File: config.mk
export PLATFORM = sky130hd
export DESIGN_NAME = ssk_cell
export DESIGN_NICKNAME = d
export VERILOG_FILES = /design/src/rtl/ssk_pkg.sv /design/src/rtl/ssk_cell.sv
export SDC_FILE = /design/constraint.sdc
export NUM_CORES = 1
export LEC_CHECK = 0
export BUFFER_PORTS_ARGS = -buffer_cell sky130_fd_sc_hd__buf_2
export CAP_MARGIN = 20
export CORE_ASPECT_RATIO = 0.8
export CORE_UTILIZATION = 47
export CTS_BUF_LIST = sky130_fd_sc_hd__clkbuf_8
export CTS_CLUSTER_SIZE = 28
export DETAILED_ROUTE_END_ITERATION = 10
export HOLD_SLACK_MARGIN = 0.15
export PLACE_DENSITY = 0.84
export REMOVE_ABC_BUFFERS = 1
export SKIP_CTS_REPAIR_TIMING = 1
export SLEW_MARGIN = 10
export SYNTH_ARGS = -nofsm -noshare
export SYNTH_HDL_FRONTEND = slang
export SYNTH_SLANG_ARGS = --single-unit
File: constraint.sdc
create_clock -name clk -period 2.4 [get_ports clk]
set_input_delay 0.24 -clock clk [delete_from_list [all_inputs] [get_ports clk]]
set_output_delay 0.24 -clock clk [all_outputs]
set_load 0.02 [all_outputs]
File: src/rtl/ssk_pkg.sv
package ssk_pkg;

    localparam int KEY_W        = 32;
    localparam int MODE_W       = 2;
    localparam int STATUS_W     = 2;
    localparam int OCC_W        = 7;
    localparam int OUT_DATA_W   = 16;
    localparam int CAPACITY_DEF = 64;

    // Request modes.
    localparam logic [MODE_W-1:0] MODE_MEMBER = 2'd0;
    localparam logic [MODE_W-1:0] MODE_INSERT = 2'd1;
    localparam logic [MODE_W-1:0] MODE_DELETE = 2'd2;

    // Result status codes.
    localparam logic [STATUS_W-1:0] ST_ABSENT = 2'd0;
    localparam logic [STATUS_W-1:0] ST_DONE   = 2'd1;
    localparam logic [STATUS_W-1:0] ST_FULL   = 2'd2;

    // Phase of a request as it travels along the row of cells.
    localparam logic [1:0] PH_SEARCH = 2'd0;
    localparam logic [1:0] PH_INS    = 2'd1;
    localparam logic [1:0] PH_DEL    = 2'd2;
    localparam logic [1:0] PH_FINISH = 2'd3;

    typedef struct packed {
        logic                valid;
        logic [MODE_W-1:0]   mode;
        logic [1:0]          phase;
        logic [STATUS_W-1:0] status;
        logic                no_room;
        logic [KEY_W-1:0]    key;
        logic [KEY_W-1:0]    carry;
    } token_t;

    // A cell hands its key back to its left neighbour while a delete passes it.
    typedef struct packed {
        logic             req;
        logic [KEY_W-1:0] key;
    } pull_t;

endpackage

File: src/rtl/ssk_cell.sv
module ssk_cell #(
    parameter int INDEX = 0,
    parameter int CNT_W = 7
) (
    input  logic            clk,
    input  logic            rst_n,
    input  logic            adv,
    input  logic [CNT_W-1:0] count,
    input  ssk_pkg::token_t tok_in,
    output ssk_pkg::token_t tok_out,
    input  ssk_pkg::pull_t  right_pull,
    output ssk_pkg::pull_t  pull_out
);

    logic [ssk_pkg::KEY_W-1:0] key_reg;
    logic [ssk_pkg::KEY_W-1:0] key_next;
    ssk_pkg::token_t           tok_reg;
    ssk_pkg::token_t           tok_next;
    logic                      occ;
    logic                      lt;
    logic                      eq;

    // Keys are held with the sign bit flipped, so an unsigned compare gives signed order.
    assign occ = CNT_W'(INDEX) < count;
    assign lt  = occ && (key_reg < tok_in.key);
    assign eq  = occ && (key_reg == tok_in.key);

    assign pull_out.req = tok_in.valid && (tok_in.phase == ssk_pkg::PH_DEL);
    assign pull_out.key = key_reg;
    assign tok_out      = tok_reg;

    always_comb
    begin
        tok_next = tok_in;
        key_next = key_reg;
        if (right_pull.req)
        begin
            key_next = right_pull.key;
        end
        if (tok_in.valid)
        begin
            case (tok_in.phase)
                ssk_pkg::PH_SEARCH:
                begin
                    case (tok_in.mode)
                        ssk_pkg::MODE_MEMBER:
                        begin
                            if (eq)
                            begin
                                tok_next.phase  = ssk_pkg::PH_FINISH;
                                tok_next.status = ssk_pkg::ST_DONE;
                            end
                            else if (!lt)
                            begin
                                tok_next.phase = ssk_pkg::PH_FINISH;
                            end
                        end
                        ssk_pkg::MODE_INSERT:
                        begin
                            if (eq)
                            begin
                                tok_next.phase = ssk_pkg::PH_FINISH;
                            end
                            else if (!lt)
                            begin
                                if (tok_in.no_room)
                                begin
                                    tok_next.phase  = ssk_pkg::PH_FINISH;
                                    tok_next.status = ssk_pkg::ST_FULL;
                                end
                                else
                                begin
                                    // Take the new key and carry the displaced one onwards.
                                    key_next        = tok_in.key;
                                    tok_next.status = ssk_pkg::ST_DONE;
                                    tok_next.carry  = key_reg;
                                    tok_next.phase  = occ ? ssk_pkg::PH_INS
                                                          : ssk_pkg::PH_FINISH;
                                end
                            end
                        end
                        ssk_pkg::MODE_DELETE:
                        begin
                            if (eq)
                            begin
                                tok_next.phase  = ssk_pkg::PH_DEL;
                                tok_next.status = ssk_pkg::ST_DONE;
                            end
                            else if (!lt)
                            begin
                                tok_next.phase = ssk_pkg::PH_FINISH;
                            end
                        end
                        default:
                        begin
                            tok_next.phase = ssk_pkg::PH_FINISH;
                        end
                    endcase
                end
                ssk_pkg::PH_INS:
                begin
                    key_next       = tok_in.carry;
                    tok_next.carry = key_reg;
                    if (!occ)
                    begin
                        tok_next.phase = ssk_pkg::PH_FINISH;
                    end
                end
                default:
                begin
                    tok_next = tok_in;
                end
            endcase
        end
    end

    always_ff @(posedge clk or negedge rst_n)
    begin
        if (!rst_n)
        begin
            tok_reg <= '0;
        end
        else if (adv)
        begin
            tok_reg <= tok_next;
        end
    end

    always_ff @(posedge clk)
    begin
        if (adv)
        begin
            key_reg <= key_next;
        end
    end

endmodule

# == Yosys cells after proc, flatten, opt, wreduce, memory -nomap -nowiden ==
# Cells that the tools add are included.
# word_totals
word_cells,48
ff_bits,104
output_inout_bits,105
inputBits,115
# classes
mux,27
n_reduce_logical,6
eq_ne,5
order_cmp,2
# op_table
operator,count
2-to-1 mux 32 bit,10
case mux 32 bit (2 select lines),2
2-to-1 mux 72 bit,1
== test 32 bit,1
less-than comparator 32 bit,1
2-to-1 mux 2 bit,9
2-to-1 mux 4 bit,2
case mux 2 bit (2 select lines),2
"less-than comparator 1 x 7 -> 1 bit, first input constant",1
case mux 2 bit (3 select lines),1
"== test 2 x 1 -> 1 bit, second input constant",2
"== test 2 bit, second input constant",2
zero test 2 bit,2
logical AND 1 bit,3
OR reduction 2 bit,1

# == Depth between registers and ports, before layout ==
# Gate-level depths: netlist of the first run.
# logic_depth
ltp_word,8
depth_mapped,11
depth_no_buf,9

# == Worst setup path after synthesis of the first run ==
# No wires, ideal clock.
# synth_path
path_kind,register to register
startpoint,reg key_reg[5] (netlist name)
endpoint,"reg tok_reg, in the netlist tok_out[15]"
t_required_ns,2.274
setup_slack_ns,-0.257
synth_period_minus_slack_ns,2.657
path_stages_with_launch,11
arrival_ns,2.531
setup_time_ns,0.126
path_buffers,2
cell_sequence,edfxtp_1 -> ha_1 -> a21o_1 -> nand3_1 -> a211oi_1 -> o41a_1 -> o211a_1 -> buf_6 -> o21a_4 -> buf_6 -> a221o_1
# synth_between
elab_chain_cells,7
word_cells_on_any_way,9
classes_between,1 x order compare; 1 x eq/ne; 5 x mux; 2 x reduce/logical
# synth_rtl
item,line_no,text
from (decl),ssk_cell.sv:15,logic [ssk_pkg::KEY_W-1:0] key_reg;
from (signal assigned),ssk_cell.sv:133,key_reg <= key_next;
less-than comparator 32 bit,ssk_cell.sv:25,assign lt = occ && (key_reg < tok_in.key);
logical AND 1 bit,ssk_cell.sv:25,
2-to-1 mux 32 bit,ssk_cell.sv:64,else if (!lt)
2-to-1 mux 32 bit (*),ssk_cell.sv:60,if (eq)
2-to-1 mux 32 bit (*),ssk_cell.sv:45,case (tok_in.mode)
case mux 32 bit (2 select lines) (*),ssk_cell.sv:42,case (tok_in.phase)
2-to-1 mux 72 bit (*),ssk_cell.sv:40,if (tok_in.valid)
to (signal assigned),ssk_cell.sv:125,tok_reg <= tok_next;
to (decl),ssk_cell.sv:17,ssk_pkg::token_t tok_reg;
# Every way passes the cells marked *; elsewhere a longest branch is shown, timed or not.
# A chain may end at the register's enable or synchronous reset.

# == Worst setup path after layout of the first run ==
# layout_path
startpoint,reg key_reg[10] (netlist name)
endpoint,reg key_reg[4] (netlist name) (data pin)
# layout_between
elab_chain_cells,7
word_cells_on_any_way,9
classes_between,1 x order compare; 1 x eq/ne; 5 x mux; 2 x reduce/logical
# layout_rtl
item,line_no,text
less-than comparator 32 bit,ssk_cell.sv:25,
logical AND 1 bit,ssk_cell.sv:25,
2-to-1 mux 32 bit,ssk_cell.sv:64,
2-to-1 mux 32 bit (*),ssk_cell.sv:60,
2-to-1 mux 32 bit (*),ssk_cell.sv:45,
case mux 32 bit (2 select lines) (*),ssk_cell.sv:42,
2-to-1 mux 32 bit (*),ssk_cell.sv:40,
"named net key_next, one bit",ssk_cell.sv:16,logic [ssk_pkg::KEY_W-1:0] key_next;
# Mark *: on every way through the listed nets, which the timed path passes. The rest lies on a longest branch.

==> flow_metrics.py, run 1 <==
metrics = {
    "clock_tree": {
        "numCtsBuffers": 9,
        "root_buffer": "clkbuf_8",
        "clk_path_buf_depth": 2,
        "htreeDepth": 3,
        "cts_tree": "built",
        "clk_latency_ps": 380,
        "clkTransAtPathRegs_ps": 110,
        "cts_num_sinks": 104,
    },
    "power_and_ir_drop": {
        "p_leak_nw": 4.28,
        "vdd_drop_max_v": 0.000402,
        "power_density_nw_per_um2": 546,
        "power.total_w": 0.00498,
    },
    "min_path": {
        "hold_end": "tok_out[49]",
        "min_path_type": "in -> reg",
        "hold_path.startpoint": "tok_in[49]",
        "holdPathStages": 2,
    },
    "drt": {
        "drc_errors": 0,
        "num_vias": 6674,
        "postRouteAntennaNets": 0,
        "drt-initial-drc-count": 543,
        "post_drt_wl_per_cell_um": 21.0,
        "firstDrtPassIters": 5,
        "wirelength_um": 23000,
        "via_per_inst": 6.10,
    },
    "floorplanning": {
        "rows": 36,
        "die_h_um": 104,
        "die_w_um": 130,
        "start_util_pct": 49.4,
        "io_pins": 220,
        "core_area_um2": 12400,
        "die_area_um2": 13500,
    },
    "logic_synthesis": {
        "synthArstFlopShare_pct": 69.2,
        "synth_most_common_cell": "dfrtp_1",
        "synth_common_cells": "dfrtp_1 (72), mux2_2 (68), inv_1 (66), o22ai_1 (65), a21oi_1 (47)",
        "ys_seq_area_share_pct": 45.0,
        "synth-seq-cells": 104,
        "synth_area_um2": 6140,
        "yosysTopAreaCell": "dfrtp_1",
        "yosys-top-cells-area": "dfrtp_1 (29%), edfxtp_1 (16%), mux2_2 (12%), o22ai_1 (6.6%), ha_1 (6.5%)",
        "synth_cell_types": 38,
        "synth_top_area_share_pct": 29.4,
        "synth_flop_cell": "dfrtp_1",
        "synth-edff-count": 32,
        "synthCells": 593,
        "syn_area_per_cell_um2": 10.4,
        "yosysWarnings": 0,
    },
    "placement": {
        "port_buffers": 219,
        "gp_congestion": 0.851,
        "placedCellCount": 1015,
        "place_hpwl_um": 13500,
        "placed_cell_area_um2": 7900,
    },
    "grt": {
        "grt_pass1_wl_um": 30000,
        "overflow": 0,
        "grtUsageTotal_pct": 28.5,
        "grt_pass1_vias": 5907,
        "grt_start_max_net_pins": 73,
        "antenna_found_initial": 0,
    },
    "timing": {
        "max_freq_mhz": 347,
        "finalCriticalPeriod_ps": 2880,
        "rsz0062_at_grt": "yes",
        "fin_skew_ps": 14.2,
        "hold_viol_final": 0,
        "worst_slew_pin_slew_ps": 983,
        "period_share_pct": 120,
        "setup_slack_ps": -481,
        "finalSetupTns_ps": -24780,
        "final_max_slew_viol_count": 0,
        "slew_headroom_pct": 34.5,
        "setup_viol": 68,
    },
    "layout": {
        "final_util_pct": 73.4,
        "nNetsFinal": 1064,
        "fin_cells": 1094,
        "area_growth_pct": 48.7,
        "drive_gt1_share_pct": 48.4,
        "design_area_um2": 9130,
        "largest_register_ff_count": 72,
    },
    "setup_path": {
        "cp.required_ps": 2520,
        "reg2reg_depth": 11,
        "r2r_setup_slack_ps": -480,
        "end_kind": "flip-flop",
        "start_kind": "flip-flop",
        "critPathKind": "reg -> reg",
        "crit_arrival_ps": 3000,
        "r2r_start": "key_reg[10]",
        "crit_fanout": 7,
        "rr_endpoint": "key_reg[4]",
    },
    "outcome": {
        "status": "finished with violations",
        "violations": "negative setup slack",
    },
    "run": {
        "maxCapViolCount": 0,
    },
}
[layer usage]
metal,share of wire [%],GRT usage [%]
met1,39,38.2
met4,3.0,8.39
met3,9.9,5.30
met5,0,0
met2,48,46.6
[worst max path at each step]
stage                      from     endpoint  slack [ps]  depth (start not counted)
finish              key_reg[10]   key_reg[4]        -480                         11
global route        key_reg[10]   key_reg[4]        -500                         11
CTS                 key_reg[13]  tok_out[22]        -490                          9
detailed placement  key_reg[13]  tok_out[19]        -440                          9
global placement    key_reg[13]  key_reg[21]        -310                         10
floorplan            tok_in[71]   key_reg[0]       -1020                          4
[stage by stage]
| stage | worst slack [ps] | hold slack [ps] |
|---|---|---|
| 5_1_grt | -502 | 152 |
| 2_1_floorplan | -1020 | -55.6 |
| 3_3_place_gp | -308 | 441 |
| 3_5_place_dp | -441 | 448 |
| 4_1_cts | -491 | 29.5 |
| 6_report | -481 | 147 |
[cells in the final DEF (no fill, tap or decap), drive strengths merged, types with 3 or more instances in the layout]
cell type / instances
buf: 301
dfrtp: 72
mux2: 68
inv: 68
o22ai: 65
dlygate4sd3: 48
a21oi: 47
o21ai: 43
nand3: 35
a221o: 33
edfxtp: 32
ha: 32
clkbuf: 13
nand2: 12
nand4: 7
a21o: 6
o21a: 4
o211ai: 3
nor2: 3
clkinvlp: 3
nor2b: 3
[worst max-delay path, cell delays in order, from the launching register on]
cell and delay, ps:
edfxtp_1 460, ha_4 300, nand4_1 150, nor3_2 330, a21boi_2 240, o41a_1 230, buf_4 150, o2111ai_4 110
buf_12 190, clkbuf_16 170, o22ai_2 170, a21oi_1 110
[cell type report]
class / instances / area [um^2]
multi-input cells: 383 / 3320
inverters: 67 / 251
well taps: 171 / 214
clock buffers: 10 / 138
repair buffers: 352 / 2390
clock inverters: 6 / 51.3
fillers: 827 / 3310
flip-flops and latches: 104 / 2760
diodes: 1 / 2.50
[where the power goes]
group	internal, W	leakage [nW]	switching, W	total [W]
Clock	0.000419	0.0870	0.000670	0.00109
Combinational	0.000775	3.03	0.000963	0.00174
Sequential	0.00204	1.16	0.000114	0.00215
Total	0.00323	4.28	0.00175	0.00498
[logic make-up after synthesis]
logic type               share of synthesized area (%)
multiplexers                                      12.6
buffers and inverters                             7.58
adder cells (fa/ha/maj)                           6.52
AND/OR/NAND/NOR                                   6.30
AO/OA/AOI/OAI                                     22.0
flip-flops                                        45.0
No activity file was read; power rests on OpenSTA's default activity.
==> inputs of run 2 (changes only) <==
--- a/config.mk
+++ b/config.mk
@@ -7,8 +7,10 @@
 export LEC_CHECK = 0
 export BUFFER_PORTS_ARGS = -buffer_cell sky130_fd_sc_hd__buf_2
 export CAP_MARGIN = 20
+export CELL_PAD_IN_SITES_DETAIL_PLACEMENT = 0
+export CELL_PAD_IN_SITES_GLOBAL_PLACEMENT = 1
 export CORE_ASPECT_RATIO = 0.8
-export CORE_UTILIZATION = 47
+export CORE_UTILIZATION = 35
 export CTS_BUF_LIST = sky130_fd_sc_hd__clkbuf_8
 export CTS_CLUSTER_SIZE = 28
 export DETAILED_ROUTE_END_ITERATION = 10
==> flow_metrics.py, run 2 (synthesized netlist as in run 1, its figures left out) <==
metrics = {
    "outcome": {
        "status": "finished with violations",
        "violations": "negative setup slack",
    },
    "setup_path": {
        "startpoint": "key_reg[12]",
        "crit_arrival_ps": 3010,
        "start_kind": "flip-flop",
        "critPathKind": "reg -> reg",
        "cp.required_ps": 2640,
        "end_kind": "flip-flop",
        "r2r_start": "key_reg[12]",
        "reg2reg_depth": 12,
        "crit_fanout": 6,
    },
    "timing": {
        "fin_skew_ps": 7.56,
        "finalCriticalPeriod_ps": 2770,
        "setup_slack_ps": -367,
        "period_share_pct": 115,
        "setup_viol": 68,
        "worst_slew_pin_slew_ps": 854,
        "hold_viol_final": 0,
        "max_freq_mhz": 361,
        "slew_headroom_pct": 43.1,
        "rsz0062_at_grt": "yes",
        "final_max_slew_viol_count": 0,
    },
    "grt": {
        "antenna_found_initial": 0,
        "grt_start_max_net_pins": 73,
        "grtUsageTotal_pct": 22.2,
        "grt_pass1_vias": 5838,
        "grt_pass1_wl_um": 30800,
        "overflow": 0,
    },
    "floorplanning": {
        "die_area_um2": 18100,
        "start_util_pct": 36.4,
        "core_area_um2": 16900,
        "die_h_um": 120,
        "die_w_um": 150,
        "io_pins": 220,
        "rows": 42,
    },
    "layout": {
        "seqCellArea_um2": 2760,
        "area_growth_pct": 50.7,
        "layout_commonest_cell": "buf_2",
        "diodes": 0,
        "final_util_pct": 54.8,
        "largest_register_ff_count": 72,
        "final_cell_mix": "buf_2 (217), buf_4 (74), dfrtp_1 (72)",
        "drive_gt1_share_pct": 47.6,
        "nFillCells": 1506,
        "nNetsFinal": 1074,
        "multiInputGateArea_um2": 3280,
    },
    "power_and_ir_drop": {
        "power_density_nw_per_um2": 530,
        "swShare_pct": 34.8,
        "power.total_w": 0.00490,
        "p_int_w": 0.00319,
        "seqPwrFrac_pct": 43.8,
        "p_clk_share_pct": 21.5,
        "vdd_drop_max_v": 0.000280,
        "switchingPower_w": 0.00171,
        "combPwrFrac_pct": 34.8,
        "p_leak_nw": 4.31,
    },
    "drt": {
        "drt-initial-drc-count": 339,
        "drc_errors": 0,
        "via_per_inst": 5.40,
        "wirelength_um": 22200,
        "post_drt_wl_per_cell_um": 19.3,
        "firstDrtPassIters": 5,
        "postRouteAntennaNets": 0,
        "num_vias": 6223,
    },
    "placement": {
        "place_ws_ps": -381,
        "place_hpwl_um": 14100,
        "gp_congestion": 0.816,
        "port_buffers": 219,
    },
    "clock_tree": {
        "cts_tree": "built",
        "clk_latency_ps": 400,
        "clkTransAtPathRegs_ps": 110,
        "cts_num_sinks": 104,
        "htreeDepth": 3,
        "numCtsBuffers": 9,
        "clk_path_buf_depth": 2,
        "root_buffer": "clkbuf_8",
    },
    "min_path": {
        "hold_path.startpoint": "tok_in[66]",
        "min_path_type": "in -> reg",
        "holdPathStages": 3,
    },
    "run": {
        "maxCapViolCount": 0,
    },
}
run 2: changes by cell type in the layout (fill, tap and decap cells not counted), moves of 4 or more:
cell | before | now
buf_4 | 69 | 74
dlygate4sd3_1 | 48 | 53
o22ai_1 | 37 | 41
ha_4 | 4 | 8
ha_1 | 28 | 24
run 2: worst max-delay path, cell delays in order, from the launching register on:
cell and delay [ps]:
edfxtp_1 430, ha_1 300, nand4_1 160, nor3_2 60
buf_4 140, a21boi_2 150, o41a_1 430, buf_6 150
o2111ai_4 240, buf_6 160, buf_12 130, o22ai_2 80
a21oi_1 190
run 2: layout make-up:
type | count | area share (%)
clock buffers | 9 | 1.34
clock inverters | 7 | 0.514
inverters | 67 | 2.72
multi-input cells | 383 | 35.5
flip-flops and latches | 104 | 29.9
well taps | 220 | 2.98
repair buffers | 362 | 27.1
run 2: power by group through the flow:
stage	clock, W	combinational (W)	sequential, W
CTS	0.00109	0.00152	0.00214
floorplan	0	0.000538	0.00243
global placement	0	0.00149	0.00217
detailed placement	0	0.00151	0.00217
global route	0.00114	0.00185	0.00217
finish	0.00105	0.00170	0.00215
run 2: layer usage:
| metal | share of wire, % | GRT usage (%) | routed length, um | up-vias |
|---|---|---|---|---|
| met5 | 0 | 0 | 0 | - |
| met4 | 1.2 | 5.62 | 259 | 0 |
| met3 | 5.2 | 5.06 | 1140 | 24 |
| met2 | 49 | 36.2 | 10800 | 231 |
| met1 | 45 | 29.5 | 10000 | 3040 |
| li1 | - | - | - | 2928 |
run 2: path summary, 6_finish.rpt:
path | endpoint | slack [ps]
max in group asynchronous | tok_out[68] | 1450
setup / recovery | key_reg[8] | -370
min in group asynchronous | tok_out[4] | 330
hold reg to reg | tok_out[33] | 510
setup reg to reg | key_reg[8] | -370
hold / removal | tok_out[66] | 150
run 2: through the flow:
| step | area [um^2] | setup TNS, ps | hold slack [ps] | std cells |
|---|---|---|---|---|
| 2_1_floorplan | 5920 | -58930 | -55.6 | 551 |
| 3_3_place_gp | 7960 | -16710 | 467 | 1063 |
| 3_5_place_dp | 7960 | -21880 | 471 | 1063 |
| 4_1_cts | 8140 | -23040 | 24.0 | 1079 |
| 5_1_grt | 9250 | -26710 | 161 | 1152 |
| 6_report | 9250 | -19990 | 155 | 1152 |
